--- config.mk ---
export PLATFORM = sky130hd
export DESIGN_NAME = bba_ctrl
export DESIGN_NICKNAME = d
export VERILOG_FILES = /design/src/hw/rtl/bba_pkg.sv /design/src/hw/rtl/bba_ctrl.sv
export SDC_FILE = /design/constraint.sdc
export NUM_CORES = 1
export LEC_CHECK = 0
export ABC_AREA = 1
export ABC_CLOCK_PERIOD_IN_PS = 1200
export BUFFER_PORTS_ARGS = -buffer_cell sky130_fd_sc_hd__clkbuf_2
export CORE_AREA = 5 5 42 44
export DETAILED_ROUTE_END_ITERATION = 10
export DIE_AREA = 0 0 47 49
export PLACE_DENSITY = 0.73
export SETUP_SLACK_MARGIN = 0.3
export SKIP_CTS_REPAIR_TIMING = 1
export SLEW_MARGIN = 20
export SYNTH_ARGS = -nofsm -noshare
export SYNTH_HDL_FRONTEND = slang
export SYNTH_SLANG_ARGS = --single-unit
--- constraint.sdc ---
create_clock -name clk_i -period 1.2 [get_ports clk_i]
set_input_delay 0.12 -clock clk_i [delete_from_list [all_inputs] [get_ports clk_i]]
set_output_delay 0.12 -clock clk_i [all_outputs]
set_load 0.02 [all_outputs]
--- src/hw/rtl/bba_pkg.sv ---
`timescale 1ns / 1ps

package bba_pkg;

  // Geometry defaults
  localparam int INDEX_BITS_DEF = 16;
  localparam int BUCKET_BYTES   = 16;
  localparam int BUCKET_SHIFT   = $clog2(BUCKET_BYTES);

  // Free map words hold one bit per order-aligned slot
  localparam int WORD_BITS = 64;
  localparam int BIT_W     = $clog2(WORD_BITS);

  // Fixed field widths
  localparam int BYTES_W = 17;
  localparam int USE_W   = 16;

  // Request modes
  localparam logic MODE_ALLOC = 1'b0;
  localparam logic MODE_FREE  = 1'b1;

  typedef enum logic [1:0] {
    ST_OK  = 2'd0,
    ST_BAD = 2'd1,
    ST_OOM = 2'd2
  } status_e;

  typedef enum logic [3:0] {
    S_CLEAR,
    S_IDLE,
    S_CHECK,
    S_SCAN_RD,
    S_SCAN_LD,
    S_PICK,
    S_SCORE,
    S_SCAN_END,
    S_RMW_RD,
    S_RMW_WR,
    S_DONE
  } state_e;

  typedef struct packed {
    logic    clr_step;
    logic    load_req;
    logic    start_scan;
    logic    scan_rd;
    logic    scan_ld;
    logic    next_word;
    logic    pick;
    logic    score;
    logic    commit_alloc;
    logic    start_free;
    logic    rmw_rd;
    logic    rmw_wr;
    logic    res_set;
    status_e res_code;
    logic    out_load;
  } cmd_t;

  typedef struct packed {
    logic clr_last;
    logic is_free;
    logic bad_size;
    logic bad_index;
    logic no_order;
    logic word_zero;
    logic last_word;
    logic found;
    logic first;
    logic own_set;
    logic merge;
    logic more_split;
    logic out_free;
  } dp_stat_t;

  // Map words used by order k
  function automatic int words_of(int ib, int k);
    if (k <= ib - 6) begin
      return 1 << (ib - 6 - k);
    end else begin
      return 1;
    end
  endfunction

  // First map word of order k
  function automatic int base_of(int ib, int k);
    if (k <= ib - 6) begin
      return (1 << (ib - 5)) - ((1 << (ib - 5)) >> k);
    end else begin
      return (1 << (ib - 5)) - 2 + k - (ib - 6);
    end
  endfunction

  // Total map words over orders 0 .. ib
  function automatic int map_depth(int ib);
    return base_of(ib, ib + 1);
  endfunction

endpackage

--- src/hw/rtl/bba_ctrl.sv ---
`timescale 1ns / 1ps

module bba_ctrl (
  input  logic              clk_i,
  input  logic              rst_ni,
  input  logic              in_valid_i,
  output logic              in_stall_o,
  output bba_pkg::cmd_t     cmd_o,
  input  bba_pkg::dp_stat_t stat_i
);
  import bba_pkg::*;

  state_e state_q, state_d;

  // Hold state
  always_ff @(posedge clk_i or negedge rst_ni) begin
    if (!rst_ni) begin
      state_q <= S_CLEAR;
    end else begin
      state_q <= state_d;
    end
  end

  // Sequence the datapath
  always_comb begin
    state_d    = state_q;
    cmd_o      = '0;
    in_stall_o = 1'b1;
    unique case (state_q)
      S_CLEAR: begin
        cmd_o.clr_step = 1'b1;
        if (stat_i.clr_last) begin
          state_d = S_IDLE;
        end
      end
      S_IDLE: begin
        in_stall_o = 1'b0;
        if (in_valid_i) begin
          cmd_o.load_req = 1'b1;
          state_d        = S_CHECK;
        end
      end
      S_CHECK: begin
        priority if (stat_i.bad_size) begin
          cmd_o.res_set  = 1'b1;
          cmd_o.res_code = ST_BAD;
          state_d        = S_DONE;
        end else if (!stat_i.is_free && stat_i.no_order) begin
          cmd_o.res_set  = 1'b1;
          cmd_o.res_code = ST_OOM;
          state_d        = S_DONE;
        end else if (!stat_i.is_free) begin
          cmd_o.start_scan = 1'b1;
          state_d          = S_SCAN_RD;
        end else if (stat_i.bad_index) begin
          cmd_o.res_set  = 1'b1;
          cmd_o.res_code = ST_BAD;
          state_d        = S_DONE;
        end else begin
          cmd_o.start_free = 1'b1;
          state_d          = S_RMW_RD;
        end
      end
      S_SCAN_RD: begin
        cmd_o.scan_rd = 1'b1;
        state_d       = S_SCAN_LD;
      end
      S_SCAN_LD: begin
        cmd_o.scan_ld = 1'b1;
        state_d       = S_PICK;
      end
      S_PICK: begin
        priority if (stat_i.word_zero && stat_i.last_word) begin
          state_d = S_SCAN_END;
        end else if (stat_i.word_zero) begin
          cmd_o.next_word = 1'b1;
          state_d         = S_SCAN_RD;
        end else begin
          cmd_o.pick = 1'b1;
          state_d    = S_SCORE;
        end
      end
      S_SCORE: begin
        cmd_o.score = 1'b1;
        state_d     = S_PICK;
      end
      S_SCAN_END: begin
        if (!stat_i.found) begin
          cmd_o.res_set  = 1'b1;
          cmd_o.res_code = ST_OOM;
          state_d        = S_DONE;
        end else begin
          cmd_o.commit_alloc = 1'b1;
          state_d            = S_RMW_RD;
        end
      end
      S_RMW_RD: begin
        cmd_o.rmw_rd = 1'b1;
        state_d      = S_RMW_WR;
      end
      S_RMW_WR: begin
        priority if (stat_i.is_free && stat_i.first && stat_i.own_set) begin
          // double free: leave the map alone
          cmd_o.res_set  = 1'b1;
          cmd_o.res_code = ST_BAD;
          state_d        = S_DONE;
        end else if (stat_i.is_free) begin
          cmd_o.rmw_wr = 1'b1;
          state_d      = stat_i.merge ? S_RMW_RD : S_DONE;
        end else begin
          cmd_o.rmw_wr = 1'b1;
          state_d      = stat_i.more_split ? S_RMW_RD : S_DONE;
        end
      end
      S_DONE: begin
        if (stat_i.out_free) begin
          cmd_o.out_load = 1'b1;
          state_d        = S_IDLE;
        end
      end
      default: begin
        state_d = S_IDLE;
      end
    endcase
  end

`ifndef SYNTHESIS
  a_no_write_on_double_free: assert property (@(posedge clk_i) disable iff (!rst_ni)
    (state_q == S_RMW_WR && stat_i.is_free && stat_i.first && stat_i.own_set)
      |-> !cmd_o.rmw_wr)
    else $error("map written on a double free");

  a_stall_while_clearing: assert property (@(posedge clk_i) disable iff (!rst_ni)
    (state_q == S_CLEAR) |-> in_stall_o)
    else $error("request taken during map clear");
`endif

endmodule

; ---- After elaboration in Yosys (flattened, before gate mapping)
; Index checks and enable logic that the tools add are counted.
[totals]
regBits = 4
latch_bits = 0
ram_bits = 0
rom_bits = 0
inputBits = 16
out_inout_bits = 17
wordCells = 71
memories = 0
[op_classes]
n_addsub = 0
n_mul = 0
div_mod_pow = 0
order_cmp = 0
eq_ne = 13
n_shift = 0
muxes = 49
bitwise = 0
reduce_logical = 8
[op_table]
columns = operator, count
row1 = 4-bit one-hot mux with 10 select lines, 1
row2 = 4-bit two-way mux, 8
row3 = 1-bit two-way mux, 25
row4 = 3-bit two-way mux, 7
row5 = "4-bit by 3-bit == test with 1-bit output, second input constant", 4
row6 = 2-bit two-way mux, 7
row7 = "4-bit == test, second input constant", 3
row8 = 3-bit one-hot mux with 3 select lines, 1
row9 = "4-bit by 2-bit == test with 1-bit output, second input constant", 2
row10 = "2-bit inequality test, second input constant", 3
row11 = "4-bit by 1-bit == test with 1-bit output, second input constant", 1
row12 = 1-bit logical AND, 4
row13 = 4-bit zero test, 1
row14 = 3-bit AND reduction, 1
row15 = 2-bit OR reduction, 1
row16 = 1-bit zero test, 1

; ---- Depth between registers and ports, before layout
[logic_depth]
ltp_word = 5
mapped_depth = 8
mapped_depth_nobuf = 8

; ---- Worst setup path before layout
; OpenSTA, ideal clock, no wires.
[synth_path]
kind = reg2out
from = reg state_q[1]
to = out cmd_o[0] (netlist bit)
t_arrival_ns = 1.251
t_required_ns = 1.080
path_slack_ns = -0.171
path_stages_with_launch = 5
n_path_buf = 0
cell_sequence = dfrtp_1 > inv_2 > nor2_4 > inv_1 > nor4_1
[synth_rtl]
columns = item, line
row1 = from (decl), bba_ctrl.sv:13  ; state_e state_q, state_d;
row2 = from (signal assigned), bba_ctrl.sv:20  ; state_q <= state_d;
row3 = to (decl), bba_ctrl.sv:8  ; output bba_pkg::cmd_t cmd_o,

==> metrics.md <==
| Metric | Value |
|---|---|
| Status | complete, but fails checks |
| Failing checks | negative setup slack |
| Slew @ Worst Pin | roughly 240 ps |
| Avg WL per Cell | around 14 um |
| Clock Latency Late Sink | 250 ps |
| Final Util | 76.5% |
| VDD IR-drop max | 1.47 mV |
| ANT nets after route | 0 |
| Switching Fraction | a little over half |
| Critical Path Source Type | flip-flop |
| CP bufs+invs | 2 |
| Slowest library cell on the worst path | dfrtp_2 |
| Die outline height | 49 um |
| CP required | 1080 ps |
| Delay-heaviest family, CP | simple AND/OR/NAND/NOR gates |
| CTS tree | built |
| Final Cycle Share | 130% |
| CTS Sinks | 4 |
| Static leakage | between 0.5 and 0.6 nW |
| Htree depth | 1 |
| Die Wd | 47 um |
| Final setup margin | -363 ps |
| Layout cells sized above 1 | roughly 65% |
| DRC | 0 |
| Drt pass-1 iters | 4 |
| Number of cells on the critical path | 7 |
| DRT iter0 DRCs | 13 |
| Core area | approximately 1400 um2 |
| Number of port buffers | 32 |
| Sequential share of the synthesized area | around 20% |
| Biggest register | state_q |
| Non-filler instance count after layout | approximately 160 |
| Sw Pwr | between 1 and 1.5 mW |
| Synthesized netlist cell count | 93 |
| Synth Warn # | 0 |
| Syn Area/Cell | 5.41 um2 |
| Flops & latches, synth | 4 |
| Crit path top cell by count | nor2_4 |
| Layout net count | 164 |
| Crit end category | primary output |
| Syn Nets | around 110 |
| Row count | 14 |
| Initial core utilization | 35.9% |
| Die Footprint | approximately 2300 um2 |
| CP Max Fanout | 4 |
| Largest register FFs | 4 |
| Max_slew headroom | 84.2% |
| Synth unique cells | 17 |
| DR vias | roughly 810 |
| Biggest regs | state_q (4) |
| Initial antenna violation count | 0 |
| Placed cell count | between 150 and 200 |
| Setup violators final | 19 |
| Critical path class | reg -> out |
| Seq pwr share | roughly 16% |
| Arr. time, crit path | ~1400 ps |
| FMAX | roughly 0.64 GHz |
| PD cells | 2000 nW/um2 |
| GRT overflow | 0 |
| Routed WL | approximately 2.3 mm |
| Clock skew | about 8.3 ps |
| Max Cap Violations | 0 |
| Reg clk slew, reported paths | 50 ps |
| Worst r2r path cells | 8 |
| Final Hold Fails | 0 |
| First-pass GRT wire length | around 2.8 mm |
| Clk root buf | clkbuf_4 |
| Number of global-route vias before repair | just over 700 |
| Vias/cell | around 5 |
| RSZ-0062 raised after global routing | yes |
| Pins Over Slew Limit | 0 |
| Num ports | 33 |
| Min-delay worst type | in -> reg |
| Placer Congestion | around 0.75 |
| Clock Power Share | 9.4% |
| Antenna cells | 0 |
| Worst-path cell chain | inv_2 -> nor2_4 -> nand2_4 -> nor2_4 -> nand2_2 -> nand2_1 -> buf_4 |
| Num CTS Buffers | 3 |
| Post-DP HPWL | 1.52 mm |
| Synthesized cell area | 503 um2 |
| All-Layer GR Usage | between 10% and 20% |
| Crit path time final | roughly 1600 ps |
| Int Power | between 1 and 1.5 mW |
| Largest net degree at the start of global routing | 7 |
| Combinational power share | roughly three quarters |
| Hold Crit Depth | 3 |
| P&R area growth vs syn | 113% |
| Clk buf depth | 2 |
| CP peak stage delay | roughly 440 ps |
==> synthesized netlist by cell type <==
cell | n | area, um2
nand2_2 | 3 | 18.8
nor2_2 | 7 | 43.8
nand2_1 | 25 | 93.8
clkinv_1 | 1 | 3.75
nor2_1 | 12 | 45.0
inv_2 | 8 | 30.0
nand4_1 | 2 | 12.5
o21ai_1 | 3 | 15.0
o21ai_0 | 1 | 5.00
nand3_1 | 7 | 35.0
nor4_1 | 1 | 6.26
nor2_4 | 2 | 22.5
nor3_1 | 2 | 10.0
a21oi_1 | 1 | 5.00
inv_1 | 13 | 48.8
nand3b_1 | 1 | 7.51
dfrtp_1 | 4 | 100
==> worst min-delay path: cells and delay by family <==
kind | cells | cell delay, ps
AO/OA/AOI/OAI | 1 | 60
AND/OR/NAND/NOR | 1 | 70
buffers and inverters | 1 | 120
==> kinds of logic (layout without fill, tap and decap cells) <==
| family | Yosys count | after routing | synth area share [%] |
|---|---|---|---|
| compound gates | 5 | 5 | 4.97 |
| buf+inv | 22 | 76 | 16.4 |
| flops | 4 | 4 | 19.9 |
| simple gates | 62 | 62 | 58.7 |
==> through the flow <==
stage	setup slack, ps	area (um2)	TNS, ps	total power [mW]	hold slack (ps)
after global routing	-405	1070	-5910	2.29	180
after global placement	-75.3	856	-255	1.55	-71.5
after detailed placement	-87.7	856	-404	1.57	-65.0
after CTS	-362	882	-4510	1.78	-339
after floorplan	41.1	578	0	1.09	-176
final	-363	1070	-4650	2.15	157
==> path summary, 6_finish.rpt <==
check,from,endpoint,slack [ps]
min,stat_i[6],state_q[2]$_DFFE_PN0P_,160
max,state_q[3]$_DFFE_PN0P_,cmd_o[1],-360
max in group asynchronous,rst_ni,state_q[0]$_DFFE_PN0P_,840
min reg2reg,state_q[0]$_DFFE_PN0P_,state_q[1]$_DFFE_PN0P_,740
max reg2reg,state_q[3]$_DFFE_PN0P_,state_q[0]$_DFFE_PN0P_,-150
min in group asynchronous,rst_ni,state_q[3]$_DFFE_PN0P_,200
==> layout make-up <==
cell class	count	area, um2
inverter	22	87.6
timing repair buffer	50	374
tap	16	20.0
fill	98	329
sequential	4	105
clock buffer	4	26.3
multi-input combinational	67	459
==> cell usage in the layout (no fill, tap or decap), types with 3 or more instances in the layout <==
cell type | netlist | final
nand2_2 | 3 | 7
dfrtp_2 | 0 | 4
nor2_4 | 2 | 13
clkbuf_2 | 0 | 17
buf_4 | 0 | 20
inv_2 | 8 | 8
inv_1 | 13 | 11
clkbuf_4 | 0 | 3
nand2_1 | 25 | 20
nand3_1 | 7 | 5
buf_6 | 0 | 11
nor2_1 | 12 | 6
==> per-layer routing <==
| metal | wire length, um | part of all wire (%) | GRT usage, % | vias up |
|---|---|---|---|---|
| met5 | 0 | 0 | 0 | - |
| met2 | 1280 | 55 | 27.4 | 30 |
| met1 | 862 | 37 | 19.1 | 382 |
| met3 | 143 | 6.1 | 2.21 | 6 |
| met4 | 57 | 2.4 | 8.29 | 0 |
| li1 | - | - | - | 388 |
==> power by group through the flow <==
stage               clock, mW  combinational, mW  sequential, mW
detailed placement          0               1.27           0.297
global placement            0               1.26           0.290
floorplan                   0              0.805           0.282
CTS                     0.210               1.28           0.294
finish                  0.201               1.61           0.333
global route            0.214               1.74           0.338
No activity file was read; power rests on OpenSTA's default activity.
